## src/hw/rtl/jst_pkg.sv

```systemverilog
// ============================================================================
// jst_pkg: shared types and constants of the JSON structural tokenizer
// Record and level formats, code values and sizes used by all modules.
// ============================================================================
package jst_pkg;

    // Sizes
    localparam int STACK_DEPTH = 256;
    localparam int DEPTH_BITS  = $clog2(STACK_DEPTH);
    localparam int TOKEN_BITS  = 24;
    localparam int REC_MAX     = 4;
    localparam int REC_BITS    = $clog2(REC_MAX);
    localparam int Q_DEPTH     = 4;
    localparam int QP_BITS     = $clog2(Q_DEPTH);

    // Configuration register indexes and reset values
    localparam logic CFG_DEPTH_LIMIT = 1'b0;
    localparam logic CFG_MAX_NUMBER  = 1'b1;
    localparam logic [7:0] RESET_DEPTH_LIMIT = 8'd200;
    localparam logic [5:0] RESET_MAX_NUMBER  = 6'd31;

    // Record kinds
    localparam logic [2:0] REC_NEW   = 3'd0;
    localparam logic [2:0] REC_NEXT  = 3'd1;
    localparam logic [2:0] REC_COUNT = 3'd2;
    localparam logic [2:0] REC_SPAN  = 3'd3;
    localparam logic [2:0] REC_DONE  = 3'd4;

    // Token types
    localparam logic [2:0] TYP_OBJECT = 3'd0;
    localparam logic [2:0] TYP_ARRAY  = 3'd1;
    localparam logic [2:0] TYP_KEY    = 3'd2;
    localparam logic [2:0] TYP_STRING = 3'd3;
    localparam logic [2:0] TYP_NUMBER = 3'd4;
    localparam logic [2:0] TYP_NULL   = 3'd5;
    localparam logic [2:0] TYP_TRUE   = 3'd6;
    localparam logic [2:0] TYP_FALSE  = 3'd7;

    // Parent kinds kept on the stack
    localparam logic [1:0] PAR_OBJECT = 2'd0;
    localparam logic [1:0] PAR_ARRAY  = 2'd1;
    localparam logic [1:0] PAR_KEY    = 2'd2;

    // Error codes
    localparam logic [3:0] ERR_NONE        = 4'd0;
    localparam logic [3:0] ERR_BAD_ROOT    = 4'd1;
    localparam logic [3:0] ERR_DEPTH       = 4'd2;
    localparam logic [3:0] ERR_OBJ_OPEN    = 4'd3;
    localparam logic [3:0] ERR_NO_COLON    = 4'd4;
    localparam logic [3:0] ERR_KEY_VALUE   = 4'd5;
    localparam logic [3:0] ERR_AFTER_KEYV  = 4'd6;
    localparam logic [3:0] ERR_NO_KEY      = 4'd7;
    localparam logic [3:0] ERR_ARR_VALUE   = 4'd8;
    localparam logic [3:0] ERR_AFTER_ARRV  = 4'd9;
    localparam logic [3:0] ERR_NUM_LONG    = 4'd10;
    localparam logic [3:0] ERR_UNTERM      = 4'd11;
    localparam logic [3:0] ERR_BAD_END     = 4'd12;

    // One output record
    typedef struct packed {
        logic [2:0]            kind;
        logic [TOKEN_BITS-1:0] index;
        logic [2:0]            ttype;
        logic [TOKEN_BITS:0]   value;
        logic [31:0]           start;
        logic [31:0]           chars;
        logic [3:0]            err;
    } t_rec;

    // All records caused by one input item
    typedef struct packed {
        logic [REC_BITS:0]        count;
        t_rec [REC_MAX-1:0]       recs;
    } t_bundle;

    // One level of the parent stack
    typedef struct packed {
        logic [1:0]            kind;
        logic [TOKEN_BITS-1:0] index;
        logic [TOKEN_BITS-1:0] count;
    } t_level;

    function automatic t_rec mk_rec(input logic [2:0] kind,
                                    input logic [TOKEN_BITS-1:0] index,
                                    input logic [2:0] ttype,
                                    input logic [TOKEN_BITS:0] value,
                                    input logic [31:0] start,
                                    input logic [31:0] chars,
                                    input logic [3:0] err);
        t_rec r;
        r.kind  = kind;
        r.index = index;
        r.ttype = ttype;
        r.value = value;
        r.start = start;
        r.chars = chars;
        r.err   = err;
        return r;
    endfunction

endpackage

```

## src/hw/rtl/jst_back.sv

```systemverilog
// ============================================================================
// jst_back: record sender
// Takes bundles from the queue and sends their records one per cycle unless
// stalled, via a registered output, marking the final record of each bundle.
// ============================================================================
module jst_back (
    input  logic                                i_clk,
    input  logic                                i_rst_n,
    input  logic                                i_q_valid,
    input  jst_pkg::t_bundle                    i_q_data,
    output logic                                o_q_pop,
    output logic                                o_out_valid,
    input  logic                                i_out_stall,
    output logic [2:0]                          o_record_kind,
    output logic [jst_pkg::TOKEN_BITS-1:0]      o_token_index,
    output logic [2:0]                          o_token_type,
    output logic [jst_pkg::TOKEN_BITS:0]        o_value,
    output logic [31:0]                         o_text_start,
    output logic [31:0]                         o_text_chars,
    output logic [3:0]                          o_error_code,
    output logic                                o_last
);

    logic [jst_pkg::REC_BITS-1:0] r_sub;
    logic                         r_valid;
    jst_pkg::t_rec                r_rec;
    logic                         r_last;
    logic                         load, is_last;

    assign load    = i_q_valid && (!r_valid || !i_out_stall);
    assign is_last = ({1'b0, r_sub} + 1'b1) == i_q_data.count;
    assign o_q_pop = load && is_last;

    // Sequencing through the head bundle
    always_ff @(posedge i_clk) begin
        if (!i_rst_n) begin
            r_sub   <= '0;
            r_valid <= 1'b0;
        end else if (load) begin
            r_valid <= 1'b1;
            r_sub   <= is_last ? '0 : r_sub + 1'b1;
        end else if (!i_out_stall) begin
            r_valid <= 1'b0;
        end
    end

    // Output register
    always_ff @(posedge i_clk) begin
        if (load) begin
            r_rec  <= i_q_data.recs[r_sub];
            r_last <= is_last;
        end
    end

    assign o_out_valid   = r_valid;
    assign o_record_kind = r_rec.kind;
    assign o_token_index = r_rec.index;
    assign o_token_type  = r_rec.ttype;
    assign o_value       = r_rec.value;
    assign o_text_start  = r_rec.start;
    assign o_text_chars  = r_rec.chars;
    assign o_error_code  = r_rec.err;
    assign o_last        = r_last;

endmodule

```

## config.mk

```make
export PLATFORM = sky130hd
export DESIGN_NAME = jst_back
export DESIGN_NICKNAME = d
export VERILOG_FILES = /design/src/hw/rtl/jst_pkg.sv /design/src/hw/rtl/jst_back.sv
export SDC_FILE = /design/constraint.sdc
export NUM_CORES = 1
export LEC_CHECK = 0
export ABC_AREA = 0
export BUFFER_PORTS_ARGS = -buffer_cell sky130_fd_sc_hd__clkbuf_2
export CORE_AREA = 5 5 237 239
export CTS_BUF_LIST = sky130_fd_sc_hd__clkbuf_4
export DETAILED_ROUTE_END_ITERATION = 12
export DIE_AREA = 0 0 242 244
export HOLD_SLACK_MARGIN = 0.1
export PLACE_DENSITY = 0.46
export SLEW_MARGIN = 25
export SYNTH_ARGS = -nofsm -noshare
export SYNTH_HDL_FRONTEND = slang
export SYNTH_SLANG_ARGS = --single-unit
```

## constraint.sdc

```tcl
create_clock -name i_clk -period 6.55 [get_ports i_clk]
set_input_delay 0.3275 -clock i_clk [delete_from_list [all_inputs] [get_ports i_clk]]
set_output_delay 0.3275 -clock i_clk [all_outputs]
set_load 0.01 [all_outputs]
```

==> impl_results.md <==
- HP Class: input pin to register
- Met1 wire length: 12.7 mm
- Total Wirelength: about 34 mm
- Post-cts resize count: 0
- Mapped cell area: around 7000 sq um
- Synth top area share: 0.545
- Max_cap viols: 0
- TritonCTS clock tree: yes
- Core ar.: 53600 sq um
- Antenna viol nets, final: 0
- Clock transition at path regs: 0.15 ns
- Leakage: slightly below 6 nW
- First-pass GRT wire length: between 40 and 50 mm
- Critical path type: register to register
- I/O pin total: about 630
- Number of CTS-inserted buffers: 17
- Vias: between 7000 and 8000
- Post-synth top area cell: edfxtp_1
- Post-DP HPWL: 27.1 mm
- FP Rows: 85
- Register area share after synthesis: 0.554
- Post-Syn Nets: around 790
- CP Data Required Time: slightly below 7 ns
- Die X: between 200 and 250 um
- CP arrival: ~3.7 ns
- PwrDens: roughly 180 nW/um^2
- Netlist cell types: 19
- Starting Density: 0.127
- First-pass DRT Iterations: 4
- RSZ-0062 raised after global routing: no
- Layout cells sized above 1: 0.666
- Total number of H-tree levels: 4
- Die H: 244 um
- Outcome: completed
- F_max: about 310 MHz
- CTS Buffer Depth: 2
- Num Clock Sinks: about 130
- Global route total overflow: 0
- Clk_lat worst skew: between 0.6 and 0.7 ns
- Met3 wire length: around 2.8 mm
- WL per Instance: 17.9 um
- Vias in the first global route: roughly 8000
- Relative slew slack: 0.341
- GPL Wtd Cong: approximately 0.9
- Vias per cell: 3.73
- Largest net degree at the start of global routing: 66
- Hold_buf cts: 255
- Tmin final: 3.24 ns
- #FFs+latches synth: between 100 and 150
- Final Cell Area: 13600 sq um
- Startpoint types: register
- DP Area: approximately 11000 sq um
- Initial drt markers: 250
- Worst clock skew: ~0.023 ns
- Synth top area cells: edfxtp_1, mux4_2, buf_2
- Highest routed layer: met5
- Max VDD drop: 0.0876 mV
- Crit path capture type: register
- # port buffers: 624
- Worst Max-Slew Pin Slew: roughly 0.99 ns
- Met2 WL: 17.5 mm
- CP Max Fanout: 46
- Final TNS setup: 0 ns
- All-layer global routing usage: 0.111
- Syn. warnings: 0
- Period Utilization, post-route: 0.495
- # DRC: 0
- R2r setup slk: between 3 and 4 ns
- Pins Over Slew Limit: 0
- Root Buffer: clkbuf_4
- Post-CTS Setup Inserts: 0
- Full die area: roughly 59000 sq um
- Initial antenna violation count: 3
- Setup violators final: 0
- Synth-to-layout area growth: 98.4%
- Mapped Cells: approximately 290
- Final nets: 1669
- Fin. Hold Viols: 0
- Syn_area_per_cell: around 23 sq um
-- flip-flops by register name (all words and copies together) (netlist names) --
register / flops
o_last: 1
r_sub: 2
o_error_code: 4
o_token_index: 24
o_out_valid: 1
o_token_type: 3
o_text_start: 32
o_record_kind: 3
o_value: 25
o_text_chars: 32
-- worst max-delay path, cell delays in order (launching register included) --
cell           delay, ns
dfxtp_4             0.96
buf_4               0.78
mux4_2              0.59
dlygate4sd3_1       0.57
-- synth_stat cells --
cell      number
a21boi_1       1
buf_4          1
xnor2_1        1
mux4_2       123
o22ai_1        2
clkbuf_1       5
dfxtp_1        3
buf_6          6
nor2b_1        1
and2_1         1
edfxtp_1     124
nor3_2         1
nand2_1        2
a21oi_1        1
nand3_1        1
nand3b_1       1
buf_2         16
xor2_1         2
ha_1           1
-- metrics by stage --
stage	hold slack, ns	worst slack, ns	power [mW]	instances	util
after floorplan	0.456	1.76	1.37	293	-
after global placement	0.604	3.81	1.65	1591	0.200
after detailed placement	0.586	3.76	1.66	1591	0.200
after CTS	0.378	3.16	2.51	1878	0.253
after global routing	0.455	3.00	2.59	1879	0.253
final	0.568	3.31	2.44	1880	0.253
-- power by group --
part	leakage, nW	internal, mW	switching [mW]
clock	0.145	0.229	0.361
sequential	1.23	1.00	0.0464
combinational	4.40	0.518	0.283
total	5.77	1.75	0.691
-- per-layer routing --
metal / up-vias / global-route usage
li1: 3126 / -
met1: 3505 / 0.124
met2: 335 / 0.195
met3: 41 / 0.0417
met4: 2 / 0.0421
met5: - / 0
-- cell type report --
cell class / instances / area [sq um]
sequential: 127 / 3790
fill: 5693 / 40000
multi-input combinational: 138 / 2890
timing repair buffer: 885 / 5720
antenna: 2 / 5.00
tap: 696 / 871
clock buffer: 17 / 128
clock inverter: 15 / 156
-- final timing paths --
path,start,end,cells after the start
max,r_sub[0],o_text_chars[23],3
min,i_q_data[451],o_value[14],3
min reg2reg,o_out_valid,o_text_start[19],1
max reg2reg,r_sub[0],o_text_chars[23],3
-- cell families (layout without fill, tap and decap cells) --
logic type | count (synthesis) | count (layout) | synth area share
buffers and inverters | 28 | 917 | 0.0254
other | 0 | 2 | 0
AO/OA/AOI/OAI | 4 | 4 | 0.00366
multiplexers | 123 | 123 | 0.405
flip-flops | 127 | 127 | 0.554
adder cells (fa/ha/maj) | 1 | 1 | 0.00183
AND/OR/NAND/NOR | 7 | 7 | 0.00623
XOR/XNOR | 3 | 3 | 0.00385
-- placed cells by master, fill, tap and decap left out, drive strengths merged --
master,n
and2,1
nand2,2
buf,6
mux4,123
xor2,2
bufinv,2
a21boi,1
o22ai,2
ha,1
xnor2,1
clkinv,5
clkbuf,641
edfxtp,124
dfxtp,3
diode,2
nand3,1
nand3b,1
inv,5
nor2b,1
dlygate4sd3,255
clkinvlp,3
a21oi,1
nor3,1
No activity file was read; power rests on OpenSTA's default activity.
