<file path="config.mk">
export PLATFORM = sky130hd
export DESIGN_NAME = jst_queue
export DESIGN_NICKNAME = d
export VERILOG_FILES = /design/src/hw/rtl/jst_pkg.sv /design/src/hw/rtl/jst_queue.sv
export SDC_FILE = /design/constraint.sdc
export NUM_CORES = 1
export LEC_CHECK = 0
export BUFFER_PORTS_ARGS = -buffer_cell sky130_fd_sc_hd__buf_2
export CORE_AREA = 2 2 392 394
export CTS_BUF_LIST = sky130_fd_sc_hd__clkbuf_2 sky130_fd_sc_hd__clkbuf_4 sky130_fd_sc_hd__clkbuf_8
export CTS_CLUSTER_DIAMETER = 80
export DETAILED_ROUTE_END_ITERATION = 10
export DIE_AREA = 0 0 394 396
export PLACE_DENSITY = 0.68
export RECOVER_POWER = 50
export SLEW_MARGIN = 20
export SYNTH_ARGS = -nofsm -noshare
export SYNTH_HDL_FRONTEND = slang
export SYNTH_SLANG_ARGS = --single-unit
</file>
<file path="constraint.sdc">
create_clock -name i_clk -period 38.7 [get_ports i_clk]
set_input_delay 3.87 -clock i_clk [delete_from_list [all_inputs] [get_ports i_clk]]
set_output_delay 3.87 -clock i_clk [all_outputs]
set_load 0.02 [all_outputs]
</file>
<file path="src/hw/rtl/jst_pkg.sv">
// ============================================================================
// jst_pkg: shared types and constants of the JSON structural tokenizer
// Record and level formats, code values and sizes used by all modules.
// ============================================================================
package jst_pkg;

    // Sizes
    localparam int STACK_DEPTH = 256;
    localparam int DEPTH_BITS  = $clog2(STACK_DEPTH);
    localparam int TOKEN_BITS  = 24;
    localparam int REC_MAX     = 4;
    localparam int REC_BITS    = $clog2(REC_MAX);
    localparam int Q_DEPTH     = 4;
    localparam int QP_BITS     = $clog2(Q_DEPTH);

    // Configuration register indexes and reset values
    localparam logic CFG_DEPTH_LIMIT = 1'b0;
    localparam logic CFG_MAX_NUMBER  = 1'b1;
    localparam logic [7:0] RESET_DEPTH_LIMIT = 8'd200;
    localparam logic [5:0] RESET_MAX_NUMBER  = 6'd31;

    // Record kinds
    localparam logic [2:0] REC_NEW   = 3'd0;
    localparam logic [2:0] REC_NEXT  = 3'd1;
    localparam logic [2:0] REC_COUNT = 3'd2;
    localparam logic [2:0] REC_SPAN  = 3'd3;
    localparam logic [2:0] REC_DONE  = 3'd4;

    // Token types
    localparam logic [2:0] TYP_OBJECT = 3'd0;
    localparam logic [2:0] TYP_ARRAY  = 3'd1;
    localparam logic [2:0] TYP_KEY    = 3'd2;
    localparam logic [2:0] TYP_STRING = 3'd3;
    localparam logic [2:0] TYP_NUMBER = 3'd4;
    localparam logic [2:0] TYP_NULL   = 3'd5;
    localparam logic [2:0] TYP_TRUE   = 3'd6;
    localparam logic [2:0] TYP_FALSE  = 3'd7;

    // Parent kinds kept on the stack
    localparam logic [1:0] PAR_OBJECT = 2'd0;
    localparam logic [1:0] PAR_ARRAY  = 2'd1;
    localparam logic [1:0] PAR_KEY    = 2'd2;

    // Error codes
    localparam logic [3:0] ERR_NONE        = 4'd0;
    localparam logic [3:0] ERR_BAD_ROOT    = 4'd1;
    localparam logic [3:0] ERR_DEPTH       = 4'd2;
    localparam logic [3:0] ERR_OBJ_OPEN    = 4'd3;
    localparam logic [3:0] ERR_NO_COLON    = 4'd4;
    localparam logic [3:0] ERR_KEY_VALUE   = 4'd5;
    localparam logic [3:0] ERR_AFTER_KEYV  = 4'd6;
    localparam logic [3:0] ERR_NO_KEY      = 4'd7;
    localparam logic [3:0] ERR_ARR_VALUE   = 4'd8;
    localparam logic [3:0] ERR_AFTER_ARRV  = 4'd9;
    localparam logic [3:0] ERR_NUM_LONG    = 4'd10;
    localparam logic [3:0] ERR_UNTERM      = 4'd11;
    localparam logic [3:0] ERR_BAD_END     = 4'd12;

    // One output record
    typedef struct packed {
        logic [2:0]            kind;
        logic [TOKEN_BITS-1:0] index;
        logic [2:0]            ttype;
        logic [TOKEN_BITS:0]   value;
        logic [31:0]           start;
        logic [31:0]           chars;
        logic [3:0]            err;
    } t_rec;

    // All records caused by one input item
    typedef struct packed {
        logic [REC_BITS:0]        count;
        t_rec [REC_MAX-1:0]       recs;
    } t_bundle;

    // One level of the parent stack
    typedef struct packed {
        logic [1:0]            kind;
        logic [TOKEN_BITS-1:0] index;
        logic [TOKEN_BITS-1:0] count;
    } t_level;

    function automatic t_rec mk_rec(input logic [2:0] kind,
                                    input logic [TOKEN_BITS-1:0] index,
                                    input logic [2:0] ttype,
                                    input logic [TOKEN_BITS:0] value,
                                    input logic [31:0] start,
                                    input logic [31:0] chars,
                                    input logic [3:0] err);
        t_rec r;
        r.kind  = kind;
        r.index = index;
        r.ttype = ttype;
        r.value = value;
        r.start = start;
        r.chars = chars;
        r.err   = err;
        return r;
    endfunction

endpackage

</file>
<file path="src/hw/rtl/jst_queue.sv">
// ============================================================================
// jst_queue: record bundle queue
// Short register queue between the parse engine and the record sender.
// ============================================================================
module jst_queue (
    input  logic             i_clk,
    input  logic             i_rst_n,
    input  logic             i_push,
    input  jst_pkg::t_bundle i_data,
    output logic             o_full,
    input  logic             i_pop,
    output logic             o_valid,
    output jst_pkg::t_bundle o_data
);

    localparam int PB = jst_pkg::QP_BITS;

    jst_pkg::t_bundle r_slot [jst_pkg::Q_DEPTH];
    logic [PB-1:0]    r_head, r_tail;
    logic [PB:0]      r_fill;

    assign o_full  = r_fill == (PB+1)'(jst_pkg::Q_DEPTH);
    assign o_valid = r_fill != '0;
    assign o_data  = r_slot[r_head];

    // Storage
    always_ff @(posedge i_clk) begin
        if (i_push) r_slot[r_tail] <= i_data;
    end

    // Pointers and fill level
    always_ff @(posedge i_clk) begin
        if (!i_rst_n) begin
            r_head <= '0;
            r_tail <= '0;
            r_fill <= '0;
        end else begin
            if (i_push) r_tail <= r_tail + 1'b1;
            if (i_pop)  r_head <= r_head + 1'b1;
            r_fill <= r_fill + (PB+1)'(i_push) - (PB+1)'(i_pop);
        end
    end

endmodule

</file>
==> run metrics <==
Initial Utilization=47.4%; post-place setup slack=29400 ps; Die Wd=394 µm; H-Tree Depth=5; sw frac=23.9%; RR Endpoint=r_slot[3][123]$_DFFE_PP_; Port Buffers=995; Yosys Warn Count=0; Comb power frac=10.7%; Global Route Usage Sum=20.0%; Synth Area in Adders=0.132%; crit path max fanout=120; Setup CP Type=in -> reg; initial antenna violation count=61; DRC Markers=0; largest net degree at the start of global routing=150; failing checks=max-capacitance violations, max-slew violations; min-delay worst type=reg -> reg; layout cell share with drive strength beyond 1=36.7%; clock slew at reported path FFs=60 ps; pwr dens=55.3 nW/µm²; die area=156000 µm²; skew final=76.6 ps; Vias per Instance=5.41; Clock Sinks=1989; #FFs+latches synth=1989; Antenna Nets Post-Route=0; post-route non-filler standard cell count=6145; Core Footprint=152000 µm²; Synth area leaders=edfxtp_1 (83%), mux4_2 (16%), buf_6 (0.78%); Sequential Power Share=53.9%; minimum clock period=11350 ps; CTS Root Cell=clkbuf_8; number of max-cap violations=5; Slew @ Worst Pin=7710 ps; vias post-DR=33215; unrepaired setup endpoints after global routing=no; Tcrit/Tclk final=29.3%; most area-hungry cell type in the Yosys netlist=edfxtp_1; Final #Nets=4386; post-synthesis compound-gate area fraction=0.0209%; cell area after synthesis=71900 µm²; P_leak=26.9 nW; Final HPWL DP=99600 µm; Final Max Tran Viols=316; fillers=11344; CP Data Required Time=39020 ps; status=finished with violations; register-to-register setup slack=30050 ps; GPL Wtd Cong=0.796; Seq/Total Area, Yosys=82.9%; Syn Nets=3134; CP startpoint kind=input pin; crit path to=r_slot[3][123]$_DFFE_PP_; clock share of power=35.4%; CTS tree=built; placed cells=5583; Final Hold Viols=0; CTS buffer count=325; Synth Area in XOR/XNOR=0.0574%; FF+latch area=59600 µm²; Resized Gates After CTS=0; worst setup margin=27350 ps; WP data arrival=11670 ps; Mapped Cells=2628; DR pass1 iterations=5; final setup fails=0; Synth cell types=20; syn avg cell area=27.4 µm²; main combinational cell family by area after synthesis=multiplexers; r2r startpoint=r_tail[1]$_SDFFE_PN0P_; global-route wire length before repair=229000 µm; fin util=55.5%; clk_lat worst skew=980 ps; vias in the first global route=34969; Yosys top cell area share=82.7%; iteration-0 DRC count of the detailed router=2437; global route overflow=0; Layout area overhead=17.1%; Critical path origin=i_push; internal power=3.54 mW; multi-input gate area in the final layout=11400 µm²; P_sw=1.11 mW; drt wl/cell=25.7 µm; r2r worst-path depth=3; Top-Level Pins=996; hold buffer count at cts=0; setup_tns=0 ps; Synth Area in Simple Gates=0.106%; post-synthesis mux area share=15.5%; Setup Fix Bufs, Post-CTS=0; Max Root-Sink Buffers=4; DIE HEIGHT=396 µm; Slew HR=-414%; Power Total=4.65 mW; maximum VDD drop=0.0000444 V; final wirelength=158000 µm; Row Count=143; Critical Path End Type=register; max frequency=0.0881 GHz
==> Yosys cell counts, drive strengths merged <==
library cell     n
nor2             5
xnor2            2
a21bo            1
inv              7
or3              1
dfxtp            9
and2             6
clkbuf           7
mux4           495
xor3             1
a21oi            1
ha               6
mux2i            1
fa               1
buf            103
edfxtp        1980
and3             1
nand3b           1
==> worst min-delay path by stage <==
| stage | slack, ps | from | cells after the start | endpoint |
|---|---|---|---|---|
| after floorplan | 500 | r_head[1]$_SDFFE_PN0P_ | 2 | register |
| after CTS | 550 | r_head[1]$_SDFFE_PN0P_ | 2 | register |
| final | 540 | r_head[1]$_SDFFE_PN0P_ | 2 | register |
| after detailed placement | 540 | r_head[1]$_SDFFE_PN0P_ | 2 | register |
| after global placement | 540 | r_head[1]$_SDFFE_PN0P_ | 2 | register |
| after global routing | 550 | r_head[1]$_SDFFE_PN0P_ | 2 | register |
==> cell type report <==
| type | instances | share of cell area (%) |
|---|---|---|
| diodes | 28 | 0.0832 |
| clock buffers | 427 | 6.25 |
| clock inverters | 107 | 0.595 |
| inverters | 7 | 0.0312 |
| multi-input cells | 522 | 13.5 |
| flip-flops and latches | 1989 | 70.9 |
| well taps | 2030 | 3.02 |
| repair buffers | 1035 | 5.63 |
==> stage by stage <==
step           cell area, µm²  hold WS (ps)
5_1_grt                 84100           552
4_1_cts                 84700           547
3_3_place_gp            79000           537
6_report                84200           543
2_1_floorplan           71900           499
3_5_place_dp            79000           539
==> power groups by stage <==
stage | combinational, mW | sequential [mW] | clock [mW]
finish | 0.498 | 2.51 | 1.65
global route | 0.528 | 2.51 | 1.79
CTS | 0.514 | 2.50 | 1.69
detailed placement | 0.513 | 2.55 | 0
global placement | 0.510 | 2.54 | 0
floorplan | 0.319 | 2.59 | 0
==> sequential cells by signal, summed over array words and instances, names as in the netlist, named ones only <==
register and flops:
r_fill 3, r_head 2, r_slot 1980, r_tail 2
==> worst max-delay path: stages <==
cell	delay, ps
clkbuf_1	250
and2_0	1900
clkbuf_1	5470
==> layer usage <==
metal	GRT usage (%)	up-vias	part of all wire (%)
met4	7.51	72	2.6
li1	-	14076	-
met2	32.1	1329	50
met3	9.27	314	11
met1	23.5	17424	36
met5	0	-	0.31
==> placed cells by master, fill, tap and decap left out, types with 2 or more instances in the layout <==
cell type | synthesis | layout
inv_1 | 7 | 7
nor2_1 | 5 | 5
xnor2_1 | 2 | 2
inv_8 | 0 | 3
clkbuf_4 | 0 | 99
mux4_2 | 495 | 495
inv_6 | 0 | 2
edfxtp_1 | 1980 | 1980
buf_4 | 0 | 32
clkbuf_8 | 0 | 328
dfxtp_1 | 9 | 7
and2_0 | 0 | 5
ha_1 | 6 | 6
buf_12 | 0 | 7
clkinvlp_4 | 0 | 5
dfxtp_4 | 0 | 2
clkinv_1 | 0 | 71
clkbuf_1 | 7 | 498
diode_2 | 0 | 28
buf_2 | 52 | 498
clkinv_2 | 0 | 24
==> kinds of logic (layout without fill, tap and decap cells) <==
logic type	Yosys count	in the layout
mux	496	496
other cells	0	28
xor+xnor	3	3
flops	1989	1989
buf+inv	117	1576
simple gates	14	14
compound gates	2	2
fa+ha+maj	7	7
Power figures use the tool's default switching activity.
